File: src/design/salloc_pkg.sv
`default_nettype none

package salloc_pkg;

    // chunk geometry
    localparam int SLOTS = 1024;
    localparam int IDX_W = $clog2(SLOTS);
    localparam int CNT_W = $clog2(SLOTS + 1);

    // slot_limit register
    localparam int LIMIT_W = 11;
    localparam logic [LIMIT_W-1:0] LIMIT_RESET = LIMIT_W'(1024);

    // request depth between front and back
    localparam int QUEUE_DEPTH = 2;
    localparam int QPTR_W = $clog2(QUEUE_DEPTH);
    localparam int QCNT_W = $clog2(QUEUE_DEPTH + 1);

    // opcodes
    localparam logic OP_ALLOC = 1'b0;
    localparam logic OP_FREE  = 1'b1;

    // result status codes
    localparam logic [1:0] ST_OK   = 2'd0;
    localparam logic [1:0] ST_FULL = 2'd1;
    localparam logic [1:0] ST_BAD  = 2'd2;

    // classified request handed from front to back
    typedef struct packed {
        logic             is_free;
        logic [IDX_W-1:0] slot;
    } req_t;

    typedef enum logic {
        S_IDLE,
        S_EXEC
    } back_state_t;

endpackage

`default_nettype wire

File: src/design/salloc_front.sv
`default_nettype none

module salloc_front (
    input  wire logic                     clk,
    input  wire logic                     rst_n,
    input  wire logic                     push,
    output logic                          full,
    input  wire logic                     opcode,
    input  wire logic [salloc_pkg::IDX_W-1:0] slot_index,
    output logic                          req_valid,
    output salloc_pkg::req_t              req,
    input  wire logic                     req_take
);
    import salloc_pkg::*;

    req_t              entry_reg [QUEUE_DEPTH];
    logic [QPTR_W-1:0] wr_ptr_reg;
    logic [QPTR_W-1:0] rd_ptr_reg;
    logic [QCNT_W-1:0] count_reg;
    logic              do_wr;
    logic              do_rd;
    req_t              classified;

    // classify the incoming transfer
    always_comb
    begin
        classified.is_free = (opcode == OP_FREE);
        classified.slot    = slot_index;
    end

    assign full      = (count_reg == QCNT_W'(QUEUE_DEPTH));
    assign do_wr     = push && !full;
    assign req_valid = (count_reg != '0);
    assign do_rd     = req_take && req_valid;
    assign req       = entry_reg[rd_ptr_reg];

    // queue storage
    always_ff @(posedge clk)
    begin
        if (do_wr)
        begin
            entry_reg[wr_ptr_reg] <= classified;
        end
    end

    // queue pointers
    always_ff @(posedge clk or negedge rst_n)
    begin
        if (!rst_n)
        begin
            wr_ptr_reg <= '0;
            rd_ptr_reg <= '0;
            count_reg  <= '0;
        end
        else
        begin
            if (do_wr)
            begin
                wr_ptr_reg <= (wr_ptr_reg == QPTR_W'(QUEUE_DEPTH - 1)) ? '0 : wr_ptr_reg + 1'b1;
            end
            if (do_rd)
            begin
                rd_ptr_reg <= (rd_ptr_reg == QPTR_W'(QUEUE_DEPTH - 1)) ? '0 : rd_ptr_reg + 1'b1;
            end
            if (do_wr && !do_rd)
            begin
                count_reg <= count_reg + 1'b1;
            end
            else if (do_rd && !do_wr)
            begin
                count_reg <= count_reg - 1'b1;
            end
        end
    end

endmodule

`default_nettype wire

File: config.mk
export PLATFORM = sky130hd
export DESIGN_NAME = salloc_front
export DESIGN_NICKNAME = d
export VERILOG_FILES = /design/src/design/salloc_pkg.sv /design/src/design/salloc_front.sv
export SDC_FILE = /design/constraint.sdc
export NUM_CORES = 1
export LEC_CHECK = 0
export BUFFER_PORTS_ARGS = -buffer_cell sky130_fd_sc_hd__buf_4
export CAP_MARGIN = 20
export CORE_ASPECT_RATIO = 0.9
export CORE_MARGIN = 3
export CORE_UTILIZATION = 30
export CTS_CLUSTER_DIAMETER = 60
export DETAILED_ROUTE_END_ITERATION = 10
export PLACE_DENSITY_LB_ADDON = 0.2
export SLEW_MARGIN = 20
export SYNTH_ARGS = -nofsm -noshare
export SYNTH_HDL_FRONTEND = slang
export SYNTH_SLANG_ARGS = --single-unit
File: constraint.sdc
create_clock -name clk -period 1.73 [get_ports clk]
set_input_delay 0.2595 -clock clk [delete_from_list [all_inputs] [get_ports clk]]
set_output_delay 0.2595 -clock clk [all_outputs]
set_load 0.01 [all_outputs]
==> impl_metrics.toml <==
[timing]
fin_crit_sh_pct = 88.0
max_freq_mhz = 657
finalHoldViolations = 0
relSlewSlack_pct = 89.3
tightest_slew_ns = 0.160
hold_ws_ns = 0.173
finalClockSkew_ns = 0.00694
setup_violations = 0
setup_tns_ns = 0
slew_violations = 0
fin_crit_ns = 1.52
rsz0062_at_grt = "no"

[run_status]
outcome = "completed"

[drt]
detail-route-antenna-nets = 0
dr.first_iter.drc_count = 12
vias = 535
wire_per_inst_um = 11.8
drc = 0
first_pass_iters = 2
drt-total-wl_um = 1540
via_per_inst = 4.12

[synthesis]
synth_common_cells = "edfxtp_1 (22), mux2_4 (9), dfrtp_1 (4)"
synthDistinctLibCells = 15
synth_ff_type = "edfxtp_1"
synth_top_area_share_pct = 63.5
post-synth-top-count-cell = "edfxtp_1"
yosys_warnings = 0
synth_area_um2 = 1040
synth.avg_cell_area_um2 = 19.6
synth_nets = 69
yosys.area.top_type = "edfxtp_1"
ys_ff_latch = 26
synth-edff-count = 22
yosysSeqAreaShare_pct = 73.2
syn_inst = 53
ys_async_sr_fraction_pct = 15.4
ys_top_cells_by_area = "edfxtp_1 (64%), mux2_4 (13%), dfrtp_1 (9.6%), xnor2_1 (2.5%), mux2_2 (2.2%)"

[setup_path]
crit_type = "reg2out"
r2r_start = "count_reg[0]"
cpMostUsedCell = "buf_4"
slowest_delay_ns = 0.35
startpoint = "rd_ptr_reg"
reg2reg_depth = 6
path_cells = "buf_4 -> mux2_2 -> buf_4"
cp_slowest_cell = "dfrtp_1"
critPathCapture = "req[7]"
arrival_ns = 1.26
critical_path_required_ns = 1.47
crit_fanout = 6
ff2ff_setup_slack_ns = 0.32
end_kind = "output pin"
start_kind = "flip-flop"
r2r_end = "count_reg[1]"

[clock_network]
cts_setup_buffers = 0
tritoncts = "built"
cts_max_level = 1
clockBufferDepth = 2
clock_sinks = 26
clk_pin_slew_ns = 0.09
clock-root-buffer = "clkbuf_8"
numCtsBuffers = 3
insertion_delay_ns = 0.26

[place]
dpl.hpwl_um = 1130
routabilityCongestion = 0.699
io_buffer_count = 27
placedCellCount = 125

[layout]
num_antenna_cells = 0
drive_gt1_share_pct = 55.7
fill_cells = 311
nets = 105
finish.utilization_pct = 43.8
instances_no_fill = 130
largest_register_ffs = 22
area_delta_synth_final_pct = 34.2

[global_routing]
track_usage_pct = 8.12
grt_overflow = 0
antenna_found_initial = 0
grt_pass1_vias = 532
grt_pass1_wl_um = 2390
grt_max_degree = 16

[pwr]
p_per_area_nw_per_um2 = 1670
p_comb_share_pct = 38.9
p_total_mw = 2.32
p_clk_share_pct = 20.9
intPower_mw = 1.70
p_sw_mw = 0.627
power.share.sequential_pct = 40.2
max-vdd-ir-drop_mv = 0.865
p_leak_nw = 0.586
swShare_pct = 27.0

[die]
io_pins = 28
fp.dieW_um = 68.1
fp.dieH_um = 61.9
core_um2 = 3190
initial_utilization_pct = 32.6
dieArea_um2 = 4210
rows = 19

[min_path]
hold_path_class = "in2reg"

[job]
maxCapViolCount = 0
worst max-delay path, delay by kind of cell (launching register included):
kind	cells	cell delay, ns
flip-flops	1	0.35
buffers and inverters	2	0.31
multiplexers	1	0.34
layout by cell type, fill, tap and decap left out:
cell type / n
clkbuf_8: 3
buf_4: 31
nand2b_1: 1
or2_4: 1
edfxtp_1: 22
ha_1: 1
dlygate4sd3_1: 1
xor2_1: 2
mux2_2: 2
bufinv_16: 1
inv_1: 2
nand2_2: 1
nand2_4: 1
nor2_1: 2
xnor2_1: 3
dfrtp_1: 4
mux2_4: 9
and3_1: 1
through the flow:
stage | worst slack, ns | cell area, um2
4_1_cts | 0.189 | 1400
5_1_grt | 0.132 | 1400
2_1_floorplan | 0.241 | 1040
6_report | 0.207 | 1400
3_5_place_dp | 0.304 | 1310
3_3_place_gp | 0.360 | 1310
power by group through the flow:
| stage | Clock, mW | Combinational, mW | Sequential [mW] |
|---|---|---|---|
| floorplan | 0 | 0.573 | 0.944 |
| global placement | 0 | 0.923 | 0.943 |
| detailed placement | 0 | 0.928 | 0.949 |
| CTS | 0.500 | 0.931 | 0.937 |
| global route | 0.527 | 0.994 | 0.960 |
| finish | 0.486 | 0.903 | 0.934 |
worst min-delay path by stage:
stage	startpoint	endpoint	slack, ns	cells after the start
after detailed placement	rst_n	wr_ptr_reg	0.06	1
after floorplan	rst_n	count_reg[0]	-0.04	0
after CTS	slot_index[4]	entry_reg[0][4]	0.17	1
after global placement	rst_n	wr_ptr_reg	0.06	1
after global routing	slot_index[4]	entry_reg[0][4]	0.16	1
final	slot_index[4]	entry_reg[0][4]	0.17	1
repair_timing:
item / CTS / global route
endpoints found under the hold margin: 4 / 0
hold buffers: 1 / 0
resized for setup: 0 / 0
cells by family after synthesis:
logic type               share of synthesized area [%]
AND/OR/NAND/NOR                                   4.45
adder cells (fa/ha/maj)                           1.20
XOR/XNOR                                          4.21
multiplexers                                      15.2
buffers and inverters                             1.81
flip-flops                                        73.2
routing by layer:
layer,vias to the layer above,GRT usage [%],wire length [um]
met2,17,13.7,784
met1,256,9.32,617
met3,2,3.60,126
met4,0,2.55,9
met5,-,0,0
li1,260,-,-
cell type report:
cell class	count	area [um2]	area share (%)
clock inverters	1	30.0	2.15
well taps	42	52.6	3.77
multi-input cells	24	260	18.7
inverters	2	7.51	0.538
clock buffers	3	41.3	2.96
flip-flops and latches	26	761	54.5
repair buffers	32	243	17.4
Note: power is estimated with default switching activity, not from simulation.
